### src/rtl/sdm_pkg.sv
// Shared types, constants and helper functions of the service deadline monitor.
`timescale 1ns / 1ps
`default_nettype none
package sdm_pkg;

    localparam int VOICES = 8;
    localparam int VIDX_W = (VOICES > 1) ? $clog2(VOICES) : 1;

    localparam int IN_DATA_W  = 168;
    localparam int IN_USER_W  = 4;
    localparam int OUT_DATA_W = 360;

    localparam logic [31:0] ALL32 = 32'hFFFF_FFFF;
    localparam logic [63:0] ALL64 = 64'hFFFF_FFFF_FFFF_FFFF;
    localparam logic [7:0]  NO_VOICE = 8'd255;

    typedef enum logic [2:0] {
        FN_SELECT    = 3'd0,
        FN_UNDERRUN  = 3'd1,
        FN_ROUND_BEG = 3'd2,
        FN_ROUND_END = 3'd3,
        FN_IO_DONE   = 3'd4,
        FN_CLEAR     = 3'd5
    } t_func;

    typedef struct packed {
        logic [2:0]  func;
        logic [7:0]  voice;
        logic [31:0] now_frame;
        logic [31:0] deadline_frame;
        logic [31:0] underrun_page;
        logic [31:0] cycle_stamp;
        logic        read_backend;
        logic [31:0] read_count;
    } t_evt;

    typedef struct packed {
        logic adv;
        logic en;
    } t_ctl;

    typedef struct packed {
        logic [31:0] last_frame;
        logic        last_valid;
    } t_vrd;

    typedef struct packed {
        logic [31:0] min_margin;
        logic [31:0] max_gap;
        logic [31:0] underrun_count;
        logic [7:0]  fault_voice_id;
        logic [31:0] fault_page_id;
        logic [31:0] round_count;
        logic [31:0] round_cycles_peak;
        logic [63:0] round_cycles_total;
        logic [31:0] contig_reads;
        logic [31:0] filesystem_reads;
    } t_stats;

    function automatic logic f_voice_ok(input logic [7:0] voice);
        return voice < 8'(VOICES);
    endfunction

    function automatic logic [31:0] f_margin(input logic [31:0] now_frame,
                                             input logic [31:0] deadline_frame);
        return (deadline_frame > now_frame) ? (deadline_frame - now_frame) : 32'd0;
    endfunction

    function automatic logic [31:0] f_sat_add32(input logic [31:0] a, input logic [31:0] b);
        logic [32:0] s;
        s = {1'b0, a} + {1'b0, b};
        return s[32] ? ALL32 : s[31:0];
    endfunction

endpackage
`default_nettype wire

### src/rtl/sdm_in_stage.sv
// Input register stage: takes one event transaction and holds it until it advances.
`timescale 1ns / 1ps
`default_nettype none
module sdm_in_stage import sdm_pkg::*; (
    input  wire logic                 i_clk,
    input  wire logic                 i_rst_n,
    input  wire logic                 i_valid,
    output logic                      o_ready,
    input  wire logic [IN_DATA_W-1:0] i_data,
    input  wire logic [IN_USER_W-1:0] i_user,
    input  wire logic                 i_take,
    output logic                      o_valid,
    output t_evt                      o_evt
);

    logic r_valid;
    t_evt r_evt;
    t_evt n_evt;

    assign o_ready = !r_valid || i_take;
    assign o_valid = r_valid;
    assign o_evt   = r_evt;

    always_comb begin
        n_evt.func           = i_user[2:0];
        n_evt.read_backend   = i_user[3];
        n_evt.voice          = i_data[7:0];
        n_evt.now_frame      = i_data[39:8];
        n_evt.deadline_frame = i_data[71:40];
        n_evt.underrun_page  = i_data[103:72];
        n_evt.cycle_stamp    = i_data[135:104];
        n_evt.read_count     = i_data[167:136];
    end

    always_ff @(posedge i_clk) begin
        if (!i_rst_n) begin
            r_valid <= 1'b0;
        end else if (o_ready) begin
            r_valid <= i_valid;
        end
    end

    always_ff @(posedge i_clk) begin
        if (o_ready && i_valid) begin
            r_evt <= n_evt;
        end
    end

endmodule
`default_nettype wire

### src/rtl/sdm_voice_table.sv
// Per-voice table: last service frame, valid bit and minimum margin of each voice.
`timescale 1ns / 1ps
`default_nettype none
module sdm_voice_table import sdm_pkg::*; (
    input  wire logic  i_clk,
    input  wire logic  i_rst_n,
    input  wire t_ctl  i_ctl,
    input  wire t_evt  i_evt,
    output t_vrd       o_rd,
    output logic [31:0] o_vmin
);

    logic [31:0]       r_frame [VOICES];
    logic [VOICES-1:0] r_valid;
    logic [31:0]       r_vmin  [VOICES];
    logic [31:0]       r_res_vmin;

    logic              w_ok;
    logic [VIDX_W-1:0] w_idx;
    logic              w_sel;
    logic              w_clr;
    logic [31:0]       w_margin;
    logic [31:0]       w_vmin_cur;
    logic [31:0]       w_vmin_new;

    assign w_ok       = f_voice_ok(i_evt.voice);
    assign w_idx      = i_evt.voice[VIDX_W-1:0];
    assign w_sel      = i_ctl.en && (i_evt.func == FN_SELECT) && w_ok;
    assign w_clr      = i_ctl.en && (i_evt.func == FN_CLEAR);
    assign w_margin   = f_margin(i_evt.now_frame, i_evt.deadline_frame);
    assign w_vmin_cur = r_vmin[w_idx];
    assign w_vmin_new = (w_sel && (w_margin < w_vmin_cur)) ? w_margin : w_vmin_cur;

    assign o_rd.last_frame = r_frame[w_idx];
    assign o_rd.last_valid = r_valid[w_idx];
    assign o_vmin          = r_res_vmin;

    always_ff @(posedge i_clk) begin
        if (!i_rst_n) begin
            r_valid    <= '0;
            r_res_vmin <= ALL32;
            for (int i = 0; i < VOICES; i++) begin
                r_vmin[i] <= ALL32;
            end
        end else if (i_ctl.adv) begin
            if (w_clr) begin
                r_valid <= '0;
                for (int i = 0; i < VOICES; i++) begin
                    r_vmin[i] <= ALL32;
                end
            end else if (w_sel) begin
                r_valid[w_idx] <= 1'b1;
                r_vmin[w_idx]  <= w_vmin_new;
            end
            r_res_vmin <= (w_clr || !w_ok) ? ALL32 : w_vmin_new;
        end
    end

    always_ff @(posedge i_clk) begin
        if (i_ctl.adv) begin
            if (w_sel) begin
                r_frame[w_idx] <= i_evt.now_frame;
            end
        end
    end

endmodule
`default_nettype wire

### src/rtl/sdm_stats.sv
// Global statistics: margins, gaps, underruns, rounds and read counters.
`timescale 1ns / 1ps
`default_nettype none
module sdm_stats import sdm_pkg::*; (
    input  wire logic i_clk,
    input  wire logic i_rst_n,
    input  wire t_ctl i_ctl,
    input  wire t_evt i_evt,
    input  wire t_vrd i_vrd,
    output t_stats    o_stats
);

    t_stats      r_st;
    t_stats      n_st;
    logic [31:0] r_round_start;
    logic [31:0] n_round_start;
    logic        r_round_sel;
    logic        n_round_sel;

    logic        w_ok;
    logic [31:0] w_margin;
    logic [31:0] w_gap;
    logic [31:0] w_cyc;
    logic [64:0] w_sum;

    assign w_ok     = f_voice_ok(i_evt.voice);
    assign w_margin = f_margin(i_evt.now_frame, i_evt.deadline_frame);
    assign w_gap    = i_evt.now_frame - i_vrd.last_frame;
    assign w_cyc    = i_evt.cycle_stamp - r_round_start;
    assign w_sum    = {1'b0, r_st.round_cycles_total} + {33'd0, w_cyc};
    assign o_stats  = r_st;

    always_comb begin
        n_st          = r_st;
        n_round_start = r_round_start;
        n_round_sel   = r_round_sel;
        if (i_ctl.en) begin
            case (i_evt.func)
                FN_SELECT: begin
                    if (w_ok) begin
                        n_round_sel = 1'b1;
                        if (w_margin < r_st.min_margin) begin
                            n_st.min_margin = w_margin;
                        end
                        if (i_vrd.last_valid && (w_gap > r_st.max_gap)) begin
                            n_st.max_gap = w_gap;
                        end
                    end
                end
                FN_UNDERRUN: begin
                    n_st.underrun_count = f_sat_add32(r_st.underrun_count, 32'd1);
                    n_st.min_margin     = 32'd0;
                    if (r_st.fault_voice_id == NO_VOICE) begin
                        n_st.fault_voice_id = w_ok ? i_evt.voice : NO_VOICE;
                        n_st.fault_page_id  = i_evt.underrun_page;
                    end
                end
                FN_ROUND_BEG: begin
                    n_round_start = i_evt.cycle_stamp;
                    n_round_sel   = 1'b0;
                end
                FN_ROUND_END: begin
                    if (r_round_sel) begin
                        n_st.round_cycles_total = w_sum[64] ? ALL64 : w_sum[63:0];
                        n_st.round_count = f_sat_add32(r_st.round_count, 32'd1);
                        if (w_cyc > r_st.round_cycles_peak) begin
                            n_st.round_cycles_peak = w_cyc;
                        end
                    end
                end
                FN_IO_DONE: begin
                    if (i_evt.read_backend) begin
                        n_st.contig_reads =
                            f_sat_add32(r_st.contig_reads, i_evt.read_count);
                    end else begin
                        n_st.filesystem_reads =
                            f_sat_add32(r_st.filesystem_reads, i_evt.read_count);
                    end
                end
                FN_CLEAR: begin
                    n_st.min_margin         = ALL32;
                    n_st.max_gap            = 32'd0;
                    n_st.underrun_count     = 32'd0;
                    n_st.fault_voice_id     = NO_VOICE;
                    n_st.fault_page_id      = ALL32;
                    n_st.round_count        = 32'd0;
                    n_st.round_cycles_peak  = 32'd0;
                    n_st.round_cycles_total = 64'd0;
                    n_st.contig_reads       = 32'd0;
                    n_st.filesystem_reads   = 32'd0;
                    n_round_sel             = 1'b0;
                end
                default: begin
                end
            endcase
        end
    end

    always_ff @(posedge i_clk) begin
        if (!i_rst_n) begin
            r_st.min_margin         <= ALL32;
            r_st.max_gap            <= 32'd0;
            r_st.underrun_count     <= 32'd0;
            r_st.fault_voice_id     <= NO_VOICE;
            r_st.fault_page_id      <= ALL32;
            r_st.round_count        <= 32'd0;
            r_st.round_cycles_peak  <= 32'd0;
            r_st.round_cycles_total <= 64'd0;
            r_st.contig_reads       <= 32'd0;
            r_st.filesystem_reads   <= 32'd0;
            r_round_start           <= 32'd0;
            r_round_sel             <= 1'b0;
        end else if (i_ctl.adv) begin
            r_st          <= n_st;
            r_round_start <= n_round_start;
            r_round_sel   <= n_round_sel;
        end
    end

    a_fault_counted: assert property (@(posedge i_clk) disable iff (!i_rst_n)
        (r_st.fault_voice_id != NO_VOICE) |-> (r_st.underrun_count != 32'd0))
        else $error("fault voice recorded without an underrun");

    a_rounds_empty: assert property (@(posedge i_clk) disable iff (!i_rst_n)
        (r_st.round_count == 32'd0) |->
            ((r_st.round_cycles_total == 64'd0) && (r_st.round_cycles_peak == 32'd0)))
        else $error("round cycles accumulated without a counted round");

endmodule
`default_nettype wire

### src/rtl/service_deadline_monitor.sv
// Top level of the service deadline monitor: handshake, enable register and result port.
`timescale 1ns / 1ps
`default_nettype none
// One event transaction in, one statistics transaction out. An event is taken into an input
// register and, when it advances, updates the per-voice table and the global statistics
// while its result is loaded into the output register; events flow at one per cycle while the
// output is not held, and o_m_tvalid is set as the event advances. The output register and
// the input register let a new event be taken while a result waits for i_m_tready. The result
// is the statistics after the event; voice_min_margin is that of the event's voice, all ones
// for a voice at or above the voice count. Clearing monitor_enable makes events leave all
// statistics unchanged; each event still returns a result. Write the enable only while idle.
module service_deadline_monitor import sdm_pkg::*; (
    input  wire logic                  i_clk,
    input  wire logic                  i_rst_n,
    input  wire logic                  i_cfg_valid,
    output logic                       o_cfg_ready,
    input  wire logic                  i_cfg_data,     // monitor_enable
    input  wire logic                  i_s_tvalid,
    output logic                       o_s_tready,
    // voice[7:0], now_frame[39:8], deadline_frame[71:40], underrun_page[103:72],
    // cycle_stamp[135:104], read_count[167:136]
    input  wire logic [IN_DATA_W-1:0]  i_s_tdata,
    // func[2:0], read_backend[3]
    input  wire logic [IN_USER_W-1:0]  i_s_tuser,
    output logic                       o_m_tvalid,
    input  wire logic                  i_m_tready,
    // min_margin[31:0], voice_min_margin[63:32], max_gap[95:64], underrun_count[127:96],
    // fault_voice_id[135:128], fault_page_id[167:136], round_count[199:168],
    // round_cycles_peak[231:200], round_cycles_total[295:232], contig_reads[327:296],
    // filesystem_reads[359:328]
    output logic [OUT_DATA_W-1:0]      o_m_tdata
);

    logic        r_enable;
    logic        r_out_valid;
    logic        w_in_valid;
    logic        w_adv;
    t_evt        w_evt;
    t_ctl        w_ctl;
    t_vrd        w_vrd;
    t_stats      w_st;
    logic [31:0] w_vmin;

    assign o_cfg_ready = 1'b1;
    assign w_adv       = w_in_valid && (!r_out_valid || i_m_tready);
    assign w_ctl.adv   = w_adv;
    assign w_ctl.en    = r_enable;
    assign o_m_tvalid  = r_out_valid;

    always_ff @(posedge i_clk) begin
        if (!i_rst_n) begin
            r_enable    <= 1'b1;
            r_out_valid <= 1'b0;
        end else begin
            if (i_cfg_valid) begin
                r_enable <= i_cfg_data;
            end
            if (w_adv) begin
                r_out_valid <= 1'b1;
            end else if (i_m_tready) begin
                r_out_valid <= 1'b0;
            end
        end
    end

    sdm_in_stage u_in (
        .i_clk   (i_clk),
        .i_rst_n (i_rst_n),
        .i_valid (i_s_tvalid),
        .o_ready (o_s_tready),
        .i_data  (i_s_tdata),
        .i_user  (i_s_tuser),
        .i_take  (w_adv),
        .o_valid (w_in_valid),
        .o_evt   (w_evt)
    );

    sdm_voice_table u_voice (
        .i_clk   (i_clk),
        .i_rst_n (i_rst_n),
        .i_ctl   (w_ctl),
        .i_evt   (w_evt),
        .o_rd    (w_vrd),
        .o_vmin  (w_vmin)
    );

    sdm_stats u_stats (
        .i_clk   (i_clk),
        .i_rst_n (i_rst_n),
        .i_ctl   (w_ctl),
        .i_evt   (w_evt),
        .i_vrd   (w_vrd),
        .o_stats (w_st)
    );

    assign o_m_tdata = {w_st.filesystem_reads, w_st.contig_reads,
                        w_st.round_cycles_total, w_st.round_cycles_peak, w_st.round_count,
                        w_st.fault_page_id, w_st.fault_voice_id, w_st.underrun_count,
                        w_st.max_gap, w_vmin, w_st.min_margin};

    a_full_blocks: assert property (@(posedge i_clk) disable iff (!i_rst_n)
        (w_in_valid && r_out_valid && !i_m_tready) |-> !o_s_tready)
        else $error("input taken while both stages are held");

    a_hold_stats: assert property (@(posedge i_clk) disable iff (!i_rst_n)
        (i_rst_n && !w_adv) |=> $stable(o_m_tdata))
        else $error("statistics changed without an event advancing");

endmodule
`default_nettype wire
### config.mk
export PLATFORM = sky130hd
export DESIGN_NAME = service_deadline_monitor
export DESIGN_NICKNAME = d
export VERILOG_FILES = /design/src/rtl/sdm_pkg.sv /design/src/rtl/sdm_in_stage.sv /design/src/rtl/sdm_voice_table.sv /design/src/rtl/sdm_stats.sv /design/src/rtl/service_deadline_monitor.sv
export SDC_FILE = /design/constraint.sdc
export NUM_CORES = 2
export LEC_CHECK = 0
export BUFFER_PORTS_ARGS = -buffer_cell sky130_fd_sc_hd__clkbuf_2
export CAP_MARGIN = 10
export CORE_ASPECT_RATIO = 1.4
export CORE_UTILIZATION = 35
export DETAILED_ROUTE_END_ITERATION = 16
export SETUP_SLACK_MARGIN = 0.05
export SLEW_MARGIN = 20
export SYNTH_ARGS = -nofsm -noshare
export SYNTH_HDL_FRONTEND = slang
export SYNTH_SLANG_ARGS = --single-unit
### constraint.sdc
create_clock -name i_clk -period 18.3 [get_ports i_clk]
set_input_delay 1.83 -clock i_clk [delete_from_list [all_inputs] [get_ports i_clk]]
set_output_delay 1.83 -clock i_clk [all_outputs]
set_load 0.01 [all_outputs]
==> flow_metrics.py <==
metrics = {
    "clock_tree": {
        "clock-sinks": 1091,
        "clk_transition_reported_paths_ps": 70,
        "tritoncts.num_buffers": 112,
        "postCtsResizedCells": 0,
        "post_cts_buffers": 0,
        "cts_buffer_depth": 3,
        "postCtsHoldBufs": 0,
        "cts_max_level": 3,
        "cts_tree": "built",
        "clock_latency_ps": 770,
        "root_buffer": "clkbuf_16",
    },
    "detailed_routing": {
        "firstDrtPassIters": 6,
        "drt_first_iter_violations": 3170,
        "routed-via-count": 43100,
        "remaining_drc_errors": 0,
        "via_per_inst": 5.49,
        "drt-total-wl_microns": 184000,
        "drt.antenna.violating_nets": 0,
        "wl_per_cell_microns": 23.5,
    },
    "sta": {
        "period_share": 0.415,
        "count_of_final_max_slew_check_failures": 0,
        "fmax_achieved_mhz": 132,
        "final.min_clock_period_ps": 7600,
        "clock_skew_ps": 73.6,
        "grt_setup_unrepaired": "no",
        "setup_viol_count_final": 0,
        "hold_viol": 0,
        "tightestPinTransition_ps": 1140,
        "setup-tns-final_ps": 0,
        "max_slew_margin": 0.237,
    },
    "floorplanning": {
        "die_area_sq_mm": 0.160,
        "core_area_sq_mm": 0.157,
        "die-height_microns": 474,
        "die_width_microns": 339,
        "rows": 172,
        "starting_density_of_the_core": 0.353,
        "io-pin-count": 541,
    },
    "yosys": {
        "post_synth_most_frequent_cells": "edfxtp_1 (684), nand2_1 (667), a21oi_1 (440)",
        "synth.top_cells.by_area": "edfxtp_1 (37%), dfxtp_1 (15%), ha_1 (7.2%)",
        "synth_flop_cell": "edfxtp_1",
        "synthDominantCellAreaShare": 0.370,
        "synth_area_sq_mm": 0.0556,
        "synth.ff_latch_count": 1091,
        "mappedNetlistNets": 5685,
        "synth_cells": 5182,
        "syn_area_per_cell_sq_um": 10.7,
        "synthArstFlopShare": 0,
        "synth_most_common_cell": "edfxtp_1",
        "ys.warnings.count": 0,
        "netlist-cell-type-count": 89,
        "sequential_element_share_of_the_synthesized_area": 0.516,
        "synth_largest_area_cell": "edfxtp_1",
        "synth-edff-count": 684,
    },
    "power_and_ir_drop": {
        "worst_ir_drop_vdd_v": 0.0000687,
        "static-leakage-power_nw": 24.4,
        "power.internal_mw": 4.26,
        "power.share.combinational": 0.123,
        "clock_group_share_of_total_power": 0.411,
        "power_density_of_the_placed_cells_mw_per_mm2": 89.8,
        "power_switching_mw": 1.54,
        "seqPwrFrac": 0.465,
        "swShare": 0.266,
    },
    "critical_path": {
        "cp_max_fo": 64,
        "crit_top_cell": "o21ai_0",
        "path_class": "reg -> reg",
        "critical_path.max_stage_delay_ps": 880,
        "cp_data_required_time_ps": 18950,
        "cpMaxStageDelayCell": "a31oi_4",
        "cp_data_arrival_time_ps": 8250,
        "crit_chain": "buf_4, mux4_2, mux2_2, ha_1, inv_1, fa_1, nand3_1, a21oi_1, nor2b_1, o21ai_0, a21boi_0, o21ai_0, o21ai_0, xor2_1, ha_1, nand4_1, or2_2, nor3_1, o41ai_1, a31oi_4, nor2_1, a22oi_1, o21ai_0",
        "worst_setup_path_start_kind": "register",
        "timing.critical_path.to_type": "register",
    },
    "outcome": {
        "result_of_the_run": "completed",
    },
    "placement": {
        "io_buffer_count": 539,
        "dp_cells": 7635,
        "detailed_place.area_sq_mm": 0.0608,
        "place_hpwl_microns": 130000,
        "place_congestion": 0.903,
    },
    "global_routing": {
        "overall_track_demand_over_capacity_in_global_routing": 0.224,
        "antenna_found_initial": 12,
        "maximum_number_of_pins_on_one_net_before_global_route_repair": 85,
        "overflow": 0,
        "global_route_wire_length_before_repair_microns": 272000,
        "first_global_vias": 42300,
    },
    "run": {
        "cap_violations": 0,
    },
    "min_path": {
        "hold_path_startpoint": "u_stats.r_round_start[29]",
        "min_path_type": "reg -> reg",
    },
    "cells_and_area": {
        "finish.net_count": 6164,
        "final_layout_size_suffix_gt1_frac": 0.183,
        "area_added_between_synthesis_and_finish_pct": 16.1,
        "final_cell_area_sq_mm": 0.0646,
        "fin_cells": 7846,
    },
}
## per-stage QoR
step	total power [mW]	utilization	setup WS [ps]	hold WS, ps
after global placement	3.45	0.386	10630	441
final	5.80	0.410	10700	455
after global routing	6.01	0.410	10180	475
after floorplan	3.21	-	12190	436
after detailed placement	3.46	0.386	10630	447
after CTS	5.85	0.410	10640	455
## worst paths after layout
kind,end,slack [ps],depth (start not counted)
setup / recovery,u_stats.o_stats[294],10700,23
hold / removal,u_stats.r_round_start[29],450,2
setup reg to reg,u_stats.o_stats[294],10700,23
hold reg to reg,u_stats.r_round_start[29],450,2
## logic make-up (layout without fill, tap and decap cells)
kind of cell,count (synthesis),count (layout),synth area share
compound gates,1304,1304,0.149
xor+xnor,154,154,0.0243
fa+ha+maj,325,325,0.0740
buf+inv,511,1083,0.0355
flops,1091,1091,0.516
mux,242,242,0.0764
other cells,1,5,0.0000675
simple gates,1554,1554,0.125
## worst max-delay path, delay by kind of cell (launching register included)
family | cells | cell delay [ps]
muxes | 2 | 690
DFF | 1 | 710
AOI/OAI and AO/OA | 9 | 2790
adders and majority gates | 3 | 750
xor gates and xnor gates | 1 | 200
and+or+nand+nor | 6 | 1390
buffers and inverters | 2 | 890
## power by group through the flow
stage	Clock, mW	Sequential (mW)	Combinational [mW]
floorplan	0	2.72	0.481
global route	2.52	2.70	0.785
finish	2.38	2.70	0.715
CTS	2.44	2.70	0.714
global placement	0	2.75	0.704
detailed placement	0	2.75	0.709
## final cells by class
class / instances / area, sq um
Clock buffer: 147 / 3070
Tap cell: 2088 / 2610
Inverter: 263 / 1000
Fill cell: 15100 / 92800
Multi-Input combinational cell: 3580 / 25200
Antenna cell: 4 / 10.0
Timing Repair Buffer: 613 / 3270
Sequential cell: 1091 / 28700
Clock inverter: 60 / 711
## sequential cells by signal, indices dropped and copies added, names as in the netlist, named ones only
signal	flops
u_stats.o_stats	328
u_in.o_evt	172
u_voice.r_frame	256
o_m_tvalid	1
r_enable	1
u_voice.o_vmin	32
u_stats.r_round_start	32
u_voice.r_vmin	256
u_in.o_valid	1
u_stats.r_round_sel	1
u_voice.r_valid	8
## metal layers
metal  global-route usage  vias up  share of wire
li1                     -    20200              -
met4               0.0675        8          0.025
met1                0.298    21200           0.43
met2                0.363     1504           0.46
met5                    0        -        0.00030
met3               0.0508      264          0.079
## cells in the final DEF (no fill, tap or decap), drive strengths merged, types with 35 or more instances in the layout
cell	netlist	routed
a211oi	49	49
a21o	142	142
a21oi	444	444
a31oi	58	58
and3	48	48
buf	42	75
clkbuf	206	685
clkinv	0	35
dfxtp	407	407
edfxtp	684	684
ha	319	319
inv	263	268
mux2	36	36
mux2i	76	76
mux4	130	130
nand2	667	667
nand2b	37	37
nand3	129	129
nand4	68	68
nor2	347	347
nor3	115	115
o211ai	43	43
o21a	38	38
o21ai	276	276
xnor2	96	96
xor2	58	58
Power figures use the tool's default switching activity.
